**config.mk**
```make
export PLATFORM = sky130hd
export DESIGN_NAME = consistent_hash_server_select_core
export DESIGN_NICKNAME = d
export VERILOG_FILES = /design/src/design/chss_pkg.sv /design/src/design/chss_select.sv /design/src/design/consistent_hash_server_select_core.sv
export SDC_FILE = /design/constraint.sdc
export NUM_CORES = 1
export LEC_CHECK = 0
export BUFFER_PORTS_ARGS = -buffer_cell sky130_fd_sc_hd__buf_4
export CELL_PAD_IN_SITES_DETAIL_PLACEMENT = 0
export CELL_PAD_IN_SITES_GLOBAL_PLACEMENT = 1
export CORE_ASPECT_RATIO = 0.5
export CORE_MARGIN = 2
export CORE_UTILIZATION = 46
export CTS_CLUSTER_SIZE = 14
export DETAILED_ROUTE_END_ITERATION = 8
export PLACE_DENSITY_LB_ADDON = 0.12
export SYNTH_ARGS = -nofsm -noshare
export SYNTH_HDL_FRONTEND = slang
export SYNTH_SLANG_ARGS = --single-unit
export TNS_END_PERCENT = 50
```
**constraint.sdc**
```tcl
create_clock -name clock -period 8.1 [get_ports clock]
set_input_delay 1.62 -clock clock [delete_from_list [all_inputs] [get_ports clock]]
set_output_delay 1.62 -clock clock [all_outputs]
set_load 0.03 [all_outputs]
```
**src/design/chss_pkg.sv**
```systemverilog
// Shared types and constants for the consistent-hash server selector.
// No dependencies; imported by chss_select and consistent_hash_server_select_core.
`default_nettype none

package chss_pkg;

   localparam int unsigned NUM_SERVERS = 3;
   localparam int unsigned POS_W       = 7;
   localparam int unsigned HASH_W      = 8;
   localparam int unsigned DIST_W      = 9;
   localparam int unsigned IDX_W       = 2;

   typedef logic [POS_W-1:0]  pos_type;
   typedef logic [HASH_W-1:0] hash_type;
   typedef logic [IDX_W-1:0]  idx_type;

   typedef enum logic [1:0] {
      CMD_LOOKUP    = 2'd0,
      CMD_MARK_DOWN = 2'd1,
      CMD_MARK_UP   = 2'd2
   } cmd_type;

   // Configuration register indexes
   localparam logic [1:0] REG_SERVER0_POS = 2'd0;
   localparam logic [1:0] REG_SERVER1_POS = 2'd1;
   localparam logic [1:0] REG_SERVER2_POS = 2'd2;

   localparam pos_type SERVER0_POS_RESET = 7'd0;
   localparam pos_type SERVER1_POS_RESET = 7'd30;
   localparam pos_type SERVER2_POS_RESET = 7'd60;

   // Outcome of one ring lookup
   typedef struct packed {
      logic    found;
      idx_type chosen;
   } sel_result_type;

endpackage

`default_nettype wire

```
**src/design/chss_select.sv**
```systemverilog
// Clockwise nearest-server pick on the hash ring.
// Depends on chss_pkg.
`default_nettype none

module chss_select #(
   parameter int unsigned RING_SIZE    = 90,
   parameter int unsigned SERVER_COUNT = 3
) (
   input  chss_pkg::hash_type       hash,
   input  chss_pkg::pos_type        pos_arr [chss_pkg::NUM_SERVERS],
   input  logic [SERVER_COUNT-1:0]  active_mask,
   output chss_pkg::sel_result_type result
);
   import chss_pkg::*;

   localparam logic [DIST_W-1:0] RING = DIST_W'(RING_SIZE);

   logic [DIST_W-1:0] cw_dist  [SERVER_COUNT];
   logic [DIST_W-1:0] best_dist;
   logic              have;
   idx_type           best_idx;

   // Distance of each server clockwise from the hash; off-ring positions get the ring size
   always_comb begin
      for (int j = 0; j < SERVER_COUNT; j++) begin
         if (DIST_W'(pos_arr[j]) >= RING) begin
            cw_dist[j] = RING;
         end else if (DIST_W'(pos_arr[j]) >= DIST_W'(hash)) begin
            cw_dist[j] = DIST_W'(pos_arr[j]) - DIST_W'(hash);
         end else begin
            cw_dist[j] = DIST_W'(pos_arr[j]) + RING - DIST_W'(hash);
         end
      end
   end

   // Strict less-than keeps the lowest index on ties
   always_comb begin
      have      = 1'b0;
      best_dist = '0;
      best_idx  = '0;
      for (int j = 0; j < SERVER_COUNT; j++) begin
         if (active_mask[j] && (!have || cw_dist[j] < best_dist)) begin
            have      = 1'b1;
            best_dist = cw_dist[j];
            best_idx  = IDX_W'(j);
         end
      end
      result.found  = have;
      result.chosen = best_idx;
   end

endmodule

`default_nettype wire

```
**src/design/consistent_hash_server_select_core.sv**
```systemverilog
// Consistent-hash server selector: lookup and mark-down/mark-up transactions.
// Depends on chss_pkg and chss_select.
// A request passes through the input register and then the result register before rsp_tvalid
// rises; a response stalled by rsp_tready holds both stages.
// Throughput: one transaction per cycle while rsp_tready does not stall the response; the only
// loop is the active-mask update in the input-register stage.
// Reset (synchronous, active high): pipeline empty, only server 0 active,
// server positions 0, 30 and 60.
`default_nettype none

module consistent_hash_server_select_core #(
   parameter int unsigned RING_SIZE    = 90,
   parameter int unsigned SERVER_COUNT = 3
) (
   input  logic        clock,
   input  logic        reset,

   // Request stream
   input  logic        req_tvalid,
   output logic        req_tready,
   input  logic [15:0] req_tdata,   // [7:0] client_octet, [9:8] target_server, [15:10] zero
   input  logic [1:0]  req_tuser,   // [1:0] cmd

   // Response stream
   output logic        rsp_tvalid,
   input  logic        rsp_tready,
   output logic [15:0] rsp_tdata,   // [1:0] chosen_server, [8:2] ring_slot, [15:9] zero
   output logic [0:0]  rsp_tuser,   // [0] found

   // Configuration writes
   input  logic        csr_wen,
   input  logic [1:0]  csr_addr,
   input  logic [6:0]  csr_wdata
);
   import chss_pkg::*;

   // Server ring positions
   pos_type pos_ff [NUM_SERVERS];
   pos_type pos_in [NUM_SERVERS];

   always_comb begin
      pos_in = pos_ff;
      if (csr_wen) begin
         case (csr_addr)
            REG_SERVER0_POS: pos_in[0] = csr_wdata;
            REG_SERVER1_POS: pos_in[1] = csr_wdata;
            REG_SERVER2_POS: pos_in[2] = csr_wdata;
            default:         pos_in    = pos_ff;   // drop writes past the register list
         endcase
      end
   end

   always_ff @(posedge clock) begin
      if (reset) begin
         pos_ff[0] <= SERVER0_POS_RESET;
         pos_ff[1] <= SERVER1_POS_RESET;
         pos_ff[2] <= SERVER2_POS_RESET;
      end else begin
         pos_ff <= pos_in;
      end
   end

   // Input register stage
   logic                 s1_valid_ff, s1_valid_in;
   logic [1:0]           s1_cmd_ff;
   logic [HASH_W-1:0]    s1_octet_ff;
   idx_type              s1_target_ff;
   logic                 s1_advance;
   logic                 req_accept;

   // Result register stage
   logic                 rsp_valid_ff, rsp_valid_in;
   logic                 rsp_found_ff, rsp_found_in;
   idx_type              rsp_chosen_ff, rsp_chosen_in;
   pos_type              rsp_hash_ff, rsp_hash_in;

   // Advance the input stage whenever the result register is empty or being drained
   assign s1_advance = s1_valid_ff && (!rsp_valid_ff || rsp_tready);
   assign req_tready = !s1_valid_ff || s1_advance;
   assign req_accept = req_tvalid && req_tready;

   assign s1_valid_in = req_accept || (s1_valid_ff && !s1_advance);

   always_ff @(posedge clock) begin
      if (reset) begin
         s1_valid_ff <= 1'b0;
      end else begin
         s1_valid_ff <= s1_valid_in;
      end
   end

   // Hold the payload while stalled; capture on accept
   always_ff @(posedge clock) begin
      if (req_accept) begin
         s1_cmd_ff    <= req_tuser;
         s1_octet_ff  <= req_tdata[7:0];
         s1_target_ff <= req_tdata[9:8];
      end
   end

   // Constant table: octet modulo ring size, built at elaboration
   hash_type hash_tbl [256];

   for (genvar k = 0; k < 256; k++) begin : g_hash_tbl
      assign hash_tbl[k] = HASH_W'(k % RING_SIZE);
   end

   hash_type s1_hash;
   assign s1_hash = hash_tbl[s1_octet_ff];

   // Active server mask
   logic [SERVER_COUNT-1:0] active_ff, active_in;
   logic [SERVER_COUNT-1:0] target_sel;

   always_comb begin
      for (int j = 0; j < SERVER_COUNT; j++) begin
         target_sel[j] = (s1_target_ff == IDX_W'(j));
      end
   end

   always_comb begin
      active_in = active_ff;
      if (s1_advance) begin
         case (s1_cmd_ff)
            CMD_MARK_DOWN: active_in = active_ff & ~target_sel;
            CMD_MARK_UP:   active_in = active_ff | target_sel;
            default:       active_in = active_ff;   // lookups and the unused code leave it
         endcase
      end
   end

   always_ff @(posedge clock) begin
      if (reset) begin
         active_ff <= SERVER_COUNT'(1);
      end else begin
         active_ff <= active_in;
      end
   end

   // Ring lookup against the mask as it stands before this transaction
   sel_result_type sel_result;

   chss_select #(
      .RING_SIZE    (RING_SIZE),
      .SERVER_COUNT (SERVER_COUNT)
   ) u_select (
      .hash        (s1_hash),
      .pos_arr     (pos_ff),
      .active_mask (active_ff),
      .result      (sel_result)
   );

   // Mark and unused commands report not found with a zero hash
   always_comb begin
      rsp_valid_in  = s1_advance || (rsp_valid_ff && !rsp_tready);
      rsp_found_in  = rsp_found_ff;
      rsp_chosen_in = rsp_chosen_ff;
      rsp_hash_in   = rsp_hash_ff;
      if (s1_advance) begin
         if (s1_cmd_ff == CMD_LOOKUP) begin
            rsp_found_in  = sel_result.found;
            rsp_chosen_in = sel_result.chosen;
            rsp_hash_in   = s1_hash[POS_W-1:0];
         end else begin
            rsp_found_in  = 1'b0;
            rsp_chosen_in = '0;
            rsp_hash_in   = '0;
         end
      end
   end

   always_ff @(posedge clock) begin
      if (reset) begin
         rsp_valid_ff <= 1'b0;
      end else begin
         rsp_valid_ff <= rsp_valid_in;
      end
   end

   always_ff @(posedge clock) begin
      rsp_found_ff  <= rsp_found_in;
      rsp_chosen_ff <= rsp_chosen_in;
      rsp_hash_ff   <= rsp_hash_in;
   end

   assign rsp_tvalid = rsp_valid_ff;
   assign rsp_tdata  = {7'd0, rsp_hash_ff, rsp_chosen_ff};
   assign rsp_tuser  = rsp_found_ff;

endmodule

`default_nettype wire
```
[After elaboration in Yosys (flattened, before gate mapping)]
Memory sizes are Yosys's and may differ from the RTL's.
Cells that the tools add are included.
Cells by class
  add/sub/neg operators: 9
  $lt $le $gt $ge: 9
  eq/ne operators: 6
  mux-type cells: 16
  bitwise gates (word level): 5
  reductions and logical operators: 27
Operators by type and width (count)
  2-to-1 mux 9 bit: 8
  subtractor 7 x 8 -> 9 bit: 3
  subtractor 9 x 8 -> 9 bit: 3
  adder 7 x 7 -> 8 bit, second input constant: 3
  greater-or-equal comparator 7 x 8 -> 1 bit: 3
  greater-or-equal comparator 7 bit, second input constant: 3
  less-than comparator 9 bit: 2
  2-to-1 mux 8 bit: 2
  greater-or-equal comparator 9 bit, second input constant: 1
  NOT 8 -> 9 bit: 1
  AND reduction 2 bit: 4
  equality test 2 x 1 -> 1 bit, second input constant: 3
  equality test 2 bit, second input constant: 3
  logical AND 1 bit: 6
  zero test 1 bit: 6
  zero test 2 bit: 3
  logical OR 1 bit: 6
  case mux 3 bit (2 select lines): 1
  2-to-1 mux 1 bit: 4
  bitwise AND 3 bit: 1
  NOT 3 bit: 1
  OR 3 bit: 1
  2-to-1 mux 2 bit: 1
  nonzero test 2 bit: 1
  2 further kinds: 2
Word-level totals
  register bits: 48
  ROM bits: 2048
  output and inout bits: 19
  logic and storage cells: 86
  memories: 1
Memories
  (name not given): words 256, width 8, rd ports 1, clocked after Yosys merged registers in 0, write ports 0, RTL line consistent_hash_server_select_core.sv:109  | assign s1_hash = hash_tbl[s1_octet_ff];

[Longest topological paths before layout]
Gate-level depths: netlist of the first run.
  depth in word-level cells: 16
  mapped depth: 36
  depth with buffers taken out: 36

[Cells and area by module]
Synthesis of the first run repeated with hierarchy kept, for this count alone.
Second synthesis, totals
  cells, all modules: 675
  area, all modules: 5748.0 um2
Modules (own cells, without submodules)
  chss_select: instances 1, cells an instance 444, area each 3328.2 um2, seq. area each 0.0 um2
  consistent_hash_server_select_core: instances 1, cells an instance 231, area each 2419.8 um2, seq. area each 1181.1 um2

[Least setup slack after synthesis of the first run]
Ideal clock, no wire load.
  path kind: reg-to-reg
  from: reg s1_octet_ff[2]
  to: reg rsp_chosen_ff[0] (data pin)
  setup time: 0.255 ns
  arrival time: 6.637 ns
  data required time: 7.845 ns
  setup slack: 1.207 ns
  cell stages (with the launch flop): 35
  path through: edfxtp_1 -> inv_1 -> ha_1 -> nor2_1 -> nor2_1 -> o32ai_1 -> nor2_1 -> a21oi_1 -> inv_1 -> ha_1 -> nor2b_1 -> o21ai_0 -> nand2b_1 -> maj3_1 -> a2111oi_0 -> nor3_1 -> xor2_1 -> mux2i_1 -> nor2_1 -> ha_1 -> nand4_1 -> o21a_1 -> a31oi_2 -> clkinv_1 -> o21a_1 -> ha_1 -> a21oi_1 -> nor2b_1 -> o21ai_0 -> nand2b_1 -> a21oi_1 -> o21ai_0 -> nand2_1 -> nand3_1 -> and3_1
On the way
  longest elaborated chain between the ends: 16
  elaborated cells on any way between the ends: 31
  classes of those cells: add/sub: 6; order compare: 5; mux: 12; bitwise: 1; reduce/logical: 6; memory: 1
RTL lines
  from (decl): RTL line consistent_hash_server_select_core.sv:66  | logic [HASH_W-1:0] s1_octet_ff;
  from (signal assigned): RTL line consistent_hash_server_select_core.sv:96  | s1_octet_ff <= req_tdata[7:0];
  NOT 8 -> 9 bit (implied by the code) *: RTL line consistent_hash_server_select_core.sv:109
  memory (256 x 8 bit) *
  2-to-1 mux 8 bit (implied by the code) * (2 in series): RTL line consistent_hash_server_select_core.sv:109
  net s1_hash[1]: RTL line consistent_hash_server_select_core.sv:108  | hash_type s1_hash;
  subtractor 9 x 8 -> 9 bit, or another cell as far along: RTL line chss_select.sv:31  | cw_dist[j] = DIST_W'(pos_arr[j]) + RING - DIST_W'(hash);
  2-to-1 mux 9 bit: RTL line chss_select.sv:28  | end else if (DIST_W'(pos_arr[j]) >= DIST_W'(hash)) begin
  2-to-1 mux 9 bit: RTL line chss_select.sv:26  | if (DIST_W'(pos_arr[j]) >= RING) begin
  2-to-1 mux 9 bit: RTL line chss_select.sv:42  | if (active_mask[j] && (!have || cw_dist[j] < best_dist)) begin
  less-than comparator 9 bit: RTL line chss_select.sv:42
  logical OR 1 bit: RTL line chss_select.sv:42
  logical AND 1 bit: RTL line chss_select.sv:42
  2-to-1 mux 9 bit or 2-to-1 mux 1 bit (tied branches): RTL line chss_select.sv:42
  less-than comparator 9 bit or zero test 1 bit (tied branches): RTL line chss_select.sv:42
  logical OR 1 bit: RTL line chss_select.sv:42
  logical AND 1 bit: RTL line chss_select.sv:42
  OR reduction 2 bit (no source line)
  to (signal assigned): RTL line consistent_hash_server_select_core.sv:182  | rsp_chosen_ff <= rsp_chosen_in;
  to (decl): RTL line consistent_hash_server_select_core.sv:74  | idx_type rsp_chosen_ff, rsp_chosen_in;
The timed path passes the listed nets; every way through them passes the cells marked *. The select of a mux whose other input is x is not followed.
A chain may end at the register's enable or synchronous reset.

[Worst setup path after layout of the first run]
Same ends and word-level chain as after synthesis.

==> impl_metrics.toml, run 1 <==
[power]
p_per_area_mw_per_mm2 = 177
p_leak_nw = 2.58
ir_worst_vdd_mv = 0.0843

[floorplan]
die-width_um = 154
die_area_mm2 = 0.0122
ios = 51
fp.dieH_um = 79.2
start_util_pct = 47.2
coreArea_mm2 = 0.0110
rows = 27

[worst_hold_path]
hp-class = "flop to flop"

[clock_network]
path_clk_slew_ps = 60
cts.path.max_buffers = 2
cts_tree = "yes"
cts_max_level = 2
cts_buffers = 5
clock_latency_ps = 290
cts_sinks = 48
cts_hold_buf = 0
clockRootBuffer = "clkbuf_16"

[synth]
syn_avg_cell_area_um2 = 8.25
ys_seq_area_share_pct = 22.7
syn_area_mm2 = 0.00520
synthTopCellsByArea = "ha_1 (15%), edfxtp_1 (13%), dfxtp_1 (10%)"
yosysTopAreaCellShare_pct = 15.4
async_reset_ff_share_pct = 0
synth.largest_area_cell = "ha_1"
syn_inst = 630
ys_types = 67
synth_common_cells = "ha_1 (64), nand2_1 (63), a21oi_1 (58), nor2_1 (58), inv_1 (35)"
yosys_warnings = 0
synth_edf_count = 22
ys_ff_latch = 48
yosys.cell_count.top_type = "ha_1"
synth_flop_cell = "dfxtp_1"

[detailed_routing]
first_iter_violations = 288
num_vias = 4402
routed_wl_mm = 12.9
wire_per_inst_um = 15.9
drc = 0
drtAntennaViolNets = 0
first_pass_iters = 5
vias_per_cell = 5.42

[placed_design]
placed_cells_incl_taps = 799
numPortBuffers = 37
pre_cts_ws_ps = 779
place_congestion = 0.840
hpwl_mm = 10.4

[finish]
nets = 768
n_antenna_cell = 0
fin_cells = 812
final_util_pct = 52.4
area_delta_synth_final_pct = 11.1
drive_above_1_share_pct = 10.8

[critical_path]
worstPathMaxFanout = 8
crit_type = "flop to flop"
cpPeakStageDelay_ps = 490
start_kind = "flop"
critPathSlowestCell = "edfxtp_1"
end_kind = "flop"
crit_required_ps = 8130
critPathArrivalTime_ps = 7400
cpMostUsedCell = "buf_4"

[sta]
setup_violations = 0
hold_slack_ps = 459
max_slew_margin_pct = 27.6
finalClockSkew_ps = 9.45
finalMaxSlewViolations = 0
finalSetupTns_ps = 0
tightest_slew_ps = 1080
finalCritPeriodShare_pct = 90.9
fmax_mhz = 136
hold_viol = 0
fin_ws_ps = 736
layout_min_cycle_time_ps = 7360

[global_routing]
grt_max_degree = 27
grt_pass1_vias = 4326
antenna_found_initial = 0
gr-total-overflow = 0
grt_pass1_wl_mm = 21.8
grt.total_usage_pct = 22.4

[job]
cap_violations = 0

[status]
status = "complete, no violations"
==> metrics by stage <==
stage | cell area, um2 | power [W]
after global routing | 5780 | 0.00111
after CTS | 5730 | 0.00102
after floorplan | 5220 | 0.000699
after detailed placement | 5590 | 0.000818
final | 5780 | 0.00102
after global placement | 5590 | 0.000814
==> worst paths after layout <==
kind | start | endpoint | cells after the start | slack [ps]
setup / recovery | s1_octet_ff[2] | rsp_chosen_ff[0] | 37 | 740
hold / removal | pos_ff[0] | pos_ff[0] | 2 | 460
setup reg to reg | s1_octet_ff[2] | rsp_chosen_ff[0] | 37 | 740
hold reg to reg | pos_ff[0] | pos_ff[0] | 2 | 460
==> registers in the layout, summed over array words and instances, names as in the netlist, named ones only <==
register / flops
rsp_tuser: 1
s1_target_ff: 2
s1_valid_ff: 1
rsp_chosen_ff: 2
rsp_hash_ff: 7
s1_octet_ff: 8
s1_cmd_ff: 2
rsp_tvalid: 1
pos_ff: 21
==> cells by family after synthesis <==
family                   Yosys count  synth area share (%)
AO/OA/AOI/OAI                    163                  20.4
XOR/XNOR                          50                  8.57
adder cells (fa/ha/maj)           78                  19.3
buffers and inverters             62                  5.27
flip-flops                        48                  22.7
multiplexers                      22                  4.33
other                              1                0.0722
AND/OR/NAND/NOR                  206                  19.4
==> cell usage in the layout, fill, tap and decap left out, types with 13 or more instances in the layout <==
cell	netlist	routed
a21oi_1	58	58
a21o_1	21	21
nor2_1	58	58
mux2i_1	21	21
nand2b_1	13	13
o21ai_0	28	28
xnor2_1	23	23
inv_1	35	34
edfxtp_1	22	22
buf_4	9	49
nand2_1	63	63
xor2_1	26	26
dfxtp_1	26	26
nand3_1	15	15
ha_1	64	64
==> layout make-up <==
class                           count  area (um2)
Fill cell                        1097        5240
Multi-Input combinational cell    526        3760
Sequential cell                    48        1180
Timing Repair Buffer               49         368
Tap cell                          145         181
Inverter                           36         139
Clock buffer                        7         133
Clock inverter                      1        8.76
==> report_power, final <==
part | switching, W | internal [W]
logic | 0.000301 | 0.000240
clock network | 0.0000830 | 0.000115
registers | 0.0000166 | 0.000265
==> worst max-delay path: cells and delay by family (launching register included) <==
family | cells | cell delay, ps
compound gates | 14 | 2380
fa+ha+maj | 5 | 1770
buf+inv | 6 | 1070
simple gates | 10 | 1000
flops | 1 | 490
xor+xnor | 1 | 220
mux | 1 | 160
==> what timing repair did <==
item / 4_1_cts / 5_1_grt
buffers inserted: 0 / 5
gates resized for setup: 0 / 1
setup endpoints to repair: 0 / 1
==> layer usage <==
layer | track usage, % | vias to the layer above | part of all wire, % | wire [um]
li1 | - | 2301 | - | -
met1 | 30.5 | 2043 | 52 | 6730
met2 | 38.8 | 54 | 44 | 5740
met3 | 4.26 | 4 | 3.3 | 429
met4 | 1.20 | 0 | 0.13 | 17
met5 | 0 | - | 0 | 0
Power figures use the tool's default switching activity.
==> run 2: changes to the inputs <==
--- a/config.mk
+++ b/config.mk
@@ -10,11 +10,12 @@
 export CELL_PAD_IN_SITES_GLOBAL_PLACEMENT = 1
 export CORE_ASPECT_RATIO = 0.5
 export CORE_MARGIN = 2
-export CORE_UTILIZATION = 46
+export CORE_UTILIZATION = 47
 export CTS_CLUSTER_SIZE = 14
 export DETAILED_ROUTE_END_ITERATION = 8
-export PLACE_DENSITY_LB_ADDON = 0.12
+export PLACE_DENSITY = 0.82
 export SYNTH_ARGS = -nofsm -noshare
 export SYNTH_HDL_FRONTEND = slang
+export SYNTH_HIERARCHICAL = 1
 export SYNTH_SLANG_ARGS = --single-unit
 export TNS_END_PERCENT = 50
==> run 2 against run 1 <==
First-iteration DRC count increased by 51%. Clock power increased by 27%. Sequential power hardly changed. Flip-flop and latch count unchanged. Global-route usage increased by 1.0 points. Design area rose by 9.5%. Sequential share of layout area fell by 1.8 points. Die area rose by 7.9%. Clock skew is 3.1 ps lower. Combinational power increased by 1%. Highest routed layer unchanged.
==> impl_metrics.toml, run 2 <==
[finish]
final_common_cell = "ha_1"
drive_above_1_share_pct = 10.3
finalInstanceArea_mm2 = 0.00632
largest_registers = "pos_ff (21), s1_octet_ff (8), rsp_hash_ff (7)"
n_antenna_cell = 0
fin_cells = 876
top_register = "pos_ff"
largest_reg_flops = 21
area_delta_synth_final_pct = 10.0
nets = 829
final_cell_mix = "ha_1 (77), inv_1 (72), nor2_1 (57)"

[sta]
finalMaxSlewViolations = 0
finalClockSkew_ps = 6.37
setup_violations = 0
finalCritPeriodShare_pct = 88.9
hold_viol = 0
max_slew_margin_pct = 47.9
tightest_slew_ps = 776
fmax_mhz = 139
rsz0062_at_grt = "false"
layout_min_cycle_time_ps = 7200
hold_slack_ps = 503
finalSetupTns_ps = 0

[placed_design]
dpl_cell_area_mm2 = 0.00614
numPortBuffers = 37
placed_cells_incl_taps = 868
place_congestion = 0.920
hpwl_mm = 11.8

[floorplan]
ios = 51
coreArea_mm2 = 0.0119
start_util_pct = 48.4
die-width_um = 160
fp.dieH_um = 82.2
rows = 28
die_area_mm2 = 0.0132

[synth]
synth_edf_count = 22
yosys_warnings = 6
ys_ff_latch = 48
synthTopCellsByArea = "ha_1 (17%), edfxtp_1 (11%), dfxtp_1 (9.1%)"
synth.largest_area_cell = "ha_1"
syn_avg_cell_area_um2 = 8.52
synth_flop_cell = "dfxtp_1"
yosysTopAreaCellShare_pct = 16.8
ys_types = 78
ys_seq_area_share_pct = 20.5
syn_area_mm2 = 0.00575
syn_inst = 675
yosys.cell_count.top_type = "ha_1"
synth_common_cells = "ha_1 (77), inv_1 (72), nor2_1 (57), a21oi_1 (43), mux2i_1 (28)"
async_reset_ff_share_pct = 0

[detailed_routing]
drc = 0
first_pass_iters = 5
drtAntennaViolNets = 0
routed_wl_mm = 14.8
wire_per_inst_um = 16.8
first_iter_violations = 435
vias_per_cell = 5.70
num_vias = 4990

[global_routing]
met1_usage_pct = 32.9
grt_max_degree = 28
grt-busiest-layer = "met2"
antenna_found_initial = 0
gr-total-overflow = 0
grt_pass1_vias = 4818
grt_use_met3_pct = 2.10
use_met2_pct = 40.1
grt_pass1_wl_mm = 24.6
grt.total_usage_pct = 23.4

[clock_network]
cts_tree = "yes"
cts_sinks = 48
cts_buffers = 5
cts_hold_buf = 0
clockRootBuffer = "clkbuf_16"
post-cts-setup-buffer-count = 0
cts_max_level = 2
cts_resized = 0
path_clk_slew_ps = 70
cts.path.max_buffers = 2
clock_latency_ps = 280

[critical_path]
critPathArrivalTime_ps = 7240
start_kind = "flop"
rr_worst_depth = 27
crit_required_ps = 8140
worstPathMaxFanout = 9
r2r_end = "rsp_chosen_ff[0]"
crit_type = "flop to flop"
r2r_start = "s1_octet_ff[2]"
end_kind = "flop"
regToRegSetupSlack_ps = 900

[power]
switching_share_pct = 38.8
p_sw_w = 0.000420
clkPwrFrac_pct = 23.3
p_per_area_mw_per_mm2 = 171
power_frac_seq_pct = 26.2
ir_worst_vdd_mv = 0.103
p_leak_nw = 2.81
internal_power_w = 0.000664
combPwrFrac_pct = 50.6

[worst_hold_path]
holdPathEnd = "pos_ff[0]"
hp-class = "flop to flop"
hp-start = "pos_ff[0]"
holdPathStages = 2

[status]
status = "complete, no violations"

[job]
cap_violations = 0
-- run 2: metal layers --
| layer | vias up | share of wire, % |
|---|---|---|
| li1 | 2502 | - |
| met1 | 2344 | 51 |
| met2 | 136 | 44 |
| met3 | 8 | 4.5 |
| met4 | 0 | 0.72 |
| met5 | - | 0 |
-- run 2: critical path: stages, from the launching register on --
cell	delay (ps)
edfxtp_1	500
inv_1	220
ha_1	360
nand4bb_1	170
o211ai_1	100
o211ai_1	230
o21a_1	270
inv_1	200
ha_1	440
and3_1	250
a221oi_4	370
a21o_1	280
nor3_1	90
nor3b_1	460
inv_1	90
ha_1	320
nand4_1	100
nor3_1	340
a31o_2	410
mux2i_1	310
ha_1	290
a21oi_1	140
o211ai_1	110
a21oi_1	250
o311ai_2	150
nor3_1	210
nor3b_2	90
and2_1	180
-- run 2: worst max-delay path by stage --
stage | from | endpoint
2_1_floorplan | s1_octet_ff[2] | rsp_chosen_ff[0]
6_report | s1_octet_ff[2] | rsp_chosen_ff[0]
3_5_place_dp | s1_octet_ff[2] | rsp_chosen_ff[0]
4_1_cts | s1_octet_ff[2] | rsp_chosen_ff[0]
5_1_grt | s1_octet_ff[2] | rsp_chosen_ff[0]
3_3_place_gp | s1_octet_ff[2] | rsp_chosen_ff[0]
-- run 2: area by class of cell --
| class | count | area [um2] |
|---|---|---|
| timing repair buffer | 42 | 315 |
| clock buffer | 7 | 154 |
| tap | 165 | 206 |
| clock inverter | 1 | 30.0 |
| fill | 1154 | 5550 |
| sequential | 48 | 1180 |
| multi-input combinational | 540 | 4160 |
| inverter | 73 | 274 |
-- run 2: power groups by stage --
stage | Sequential [W] | Clock, W | Combinational (W)
6_report | 0.000284 | 0.000252 | 0.000548
5_1_grt | 0.000286 | 0.000264 | 0.000619
4_1_cts | 0.000284 | 0.000255 | 0.000542
3_5_place_dp | 0.000289 | 0 | 0.000538
3_3_place_gp | 0.000289 | 0 | 0.000529
2_1_floorplan | 0.000284 | 0 | 0.000419
-- run 2: kinds of logic after synthesis --
family	share of synthesized area [%]
compound gates	24.3
xor+xnor	2.74
fa+ha+maj	20.2
buf+inv	7.88
flops	20.5
mux	5.27
other cells	0.0652
simple gates	18.9
-- run 2: through the flow --
step | setup slack [ps] | util, % | total power, W
after floorplan | 1680 | - | 0.000702
after CTS | 1030 | 53.2 | 0.00108
after global placement | 1110 | 51.7 | 0.000818
after detailed placement | 1090 | 51.7 | 0.000827
after global routing | 352 | 53.2 | 0.00117
final | 900 | 53.2 | 0.00108
==> run 3: changes to the inputs <==
--- a/config.mk
+++ b/config.mk
@@ -10,10 +10,10 @@
 export CELL_PAD_IN_SITES_GLOBAL_PLACEMENT = 1
 export CORE_ASPECT_RATIO = 0.5
 export CORE_MARGIN = 2
-export CORE_UTILIZATION = 47
+export CORE_UTILIZATION = 35
 export CTS_CLUSTER_SIZE = 14
 export DETAILED_ROUTE_END_ITERATION = 8
-export PLACE_DENSITY = 0.82
+export PLACE_DENSITY = 0.64
 export SYNTH_ARGS = -nofsm -noshare
 export SYNTH_HDL_FRONTEND = slang
 export SYNTH_HIERARCHICAL = 1
==> run 3 against run 2 <==
Worst setup slack worse by 110 ps. Count of clock-buffer cells in the layout is 2 lower. Register-to-register slack worse by 110 ps. Flip-flop and latch count stayed put. Critical endpoint unchanged. Largest cell class unchanged.
==> impl_metrics.toml, run 3 (synthesis gave the netlist of run 2 again) <==
[critical_path]
worst-path-buf-inv = 3
critPathArrivalTime_ps = 7350
cpMostUsedCell = "ha_1"
regToRegSetupSlack_ps = 790
start_kind = "flop"
critPathSlowestCell = "edfxtp_1"
worstPathMaxFanout = 9
r2r_end = "rsp_chosen_ff[0]"
cpPeakStageDelay_ps = 490
cp-endpoint = "rsp_chosen_ff[0]"
critPathLaunch = "s1_octet_ff[2]"
r2r_start = "s1_octet_ff[2]"
end_kind = "flop"
path_delay_family = "compound AO/OA/AOI/OAI gates"
crit_required_ps = 8140
rr_worst_depth = 27
crit_cells = 27
crit_type = "flop to flop"

[detailed_routing]
routed_wl_mm = 15.6
num_vias = 4904
drtAntennaViolNets = 0
wire_per_inst_um = 16.6
first_pass_iters = 5
first_iter_violations = 296
drc = 0
vias_per_cell = 5.22

[sta]
finalClockSkew_ps = 9.98
fmax_mhz = 137
rsz0062_at_grt = "false"
max_slew_margin_pct = 41.9
finalCritPeriodShare_pct = 90.2
hold_viol = 0
finalSetupTns_ps = 0
setup_violations = 0
layout_min_cycle_time_ps = 7310
finalMaxSlewViolations = 0
tightest_slew_ps = 864

[placed_design]
numPortBuffers = 37
place_congestion = 0.828
hpwl_mm = 12.8
dpl_cell_area_mm2 = 0.00623

[floorplan]
ios = 51
fp.dieH_um = 94.6
die-width_um = 185
die_area_mm2 = 0.0175
coreArea_mm2 = 0.0162
start_util_pct = 35.4
rows = 33

[finish]
final_util_pct = 39.3
final_common_cell = "ha_1"
largest_registers = "pos_ff (21), s1_octet_ff (8), rsp_hash_ff (7)"
area_delta_synth_final_pct = 10.9
n_antenna_cell = 0
largest_reg_flops = 21
nets = 831
finalInstanceArea_mm2 = 0.00638
final_cell_mix = "ha_1 (77), inv_1 (72), nor2_1 (57)"
top_register = "pos_ff"
drive_above_1_share_pct = 10.7

[clock_network]
cts_hold_buf = 0
cts_max_level = 2
cts_resized = 0
cts_buffers = 5
cts_tree = "yes"
post-cts-setup-buffer-count = 0
cts_sinks = 48
path_clk_slew_ps = 70
clock_latency_ps = 290
clockRootBuffer = "clkbuf_16"
cts.path.max_buffers = 2

[global_routing]
grt_max_degree = 28
gr-total-overflow = 0
grt.total_usage_pct = 18.5
grt_pass1_wl_mm = 25.1
antenna_found_initial = 0
grt_pass1_vias = 4642

[job]
cap_violations = 0

[power]
design_power_total_w = 0.00104
p_per_area_mw_per_mm2 = 163
p_leak_nw = 2.81
ir_worst_vdd_mv = 0.0733

[status]
status = "complete, no violations"

[worst_hold_path]
hp-class = "flop to flop"
## run 3: per-layer routing
metal  wire [um]  global-route usage [%]  share of wire (%)  up-vias
li1            -                       -                  -     2505
met1        7980                    25.6                 51     2282
met2        6890                    30.9                 44      103
met3         620                    2.58                4.0       14
met4         162                    3.44                1.0        0
met5           0                       0                  0        -
## run 3: worst min path at each step
stage | start | endpoint | slack [ps] | cells after the start
2_1_floorplan | pos_ff[0] | pos_ff[0] | 460 | 2
3_5_place_dp | pos_ff[7] | pos_ff[7] | 510 | 2
5_1_grt | pos_ff[0] | pos_ff[0] | 560 | 2
6_report | pos_ff[7] | pos_ff[7] | 510 | 2
4_1_cts | pos_ff[7] | pos_ff[7] | 520 | 2
3_3_place_gp | pos_ff[7] | pos_ff[7] | 480 | 2
## run 3: report_power, final
part / internal, W / switching [W] / total [W]
clock network: 0.000115 / 0.0000896 / 0.000205
registers: 0.000265 / 0.0000170 / 0.000282
logic: 0.000234 / 0.000321 / 0.000555
total: 0.000615 / 0.000428 / 0.00104
## run 3: cell type report
class                   instances  area [um2]
flip-flops and latches         48        1180
well taps                     227         284
fillers                      1684        9850
inverters                      73         274
clock inverters                 3        20.0
repair buffers                 44         330
multi-input cells             540        4160
clock buffers                   5         125
## run 3: worst register-to-register path: cells and delay by family, from the launching register on
family / cells / cell delay, ps
compound gates: 9 / 2210
fa+ha+maj: 4 / 1440
buf+inv: 3 / 520
flops: 1 / 490
mux: 1 / 370
simple gates: 10 / 2020
## run 3: stage by stage
stage	hold WS [ps]	std cells	worst slack, ps
2_1_floorplan	463	688	1680
3_3_place_gp	485	932	971
3_5_place_dp	507	932	906
4_1_cts	521	940	840
5_1_grt	555	940	333
6_report	515	940	791
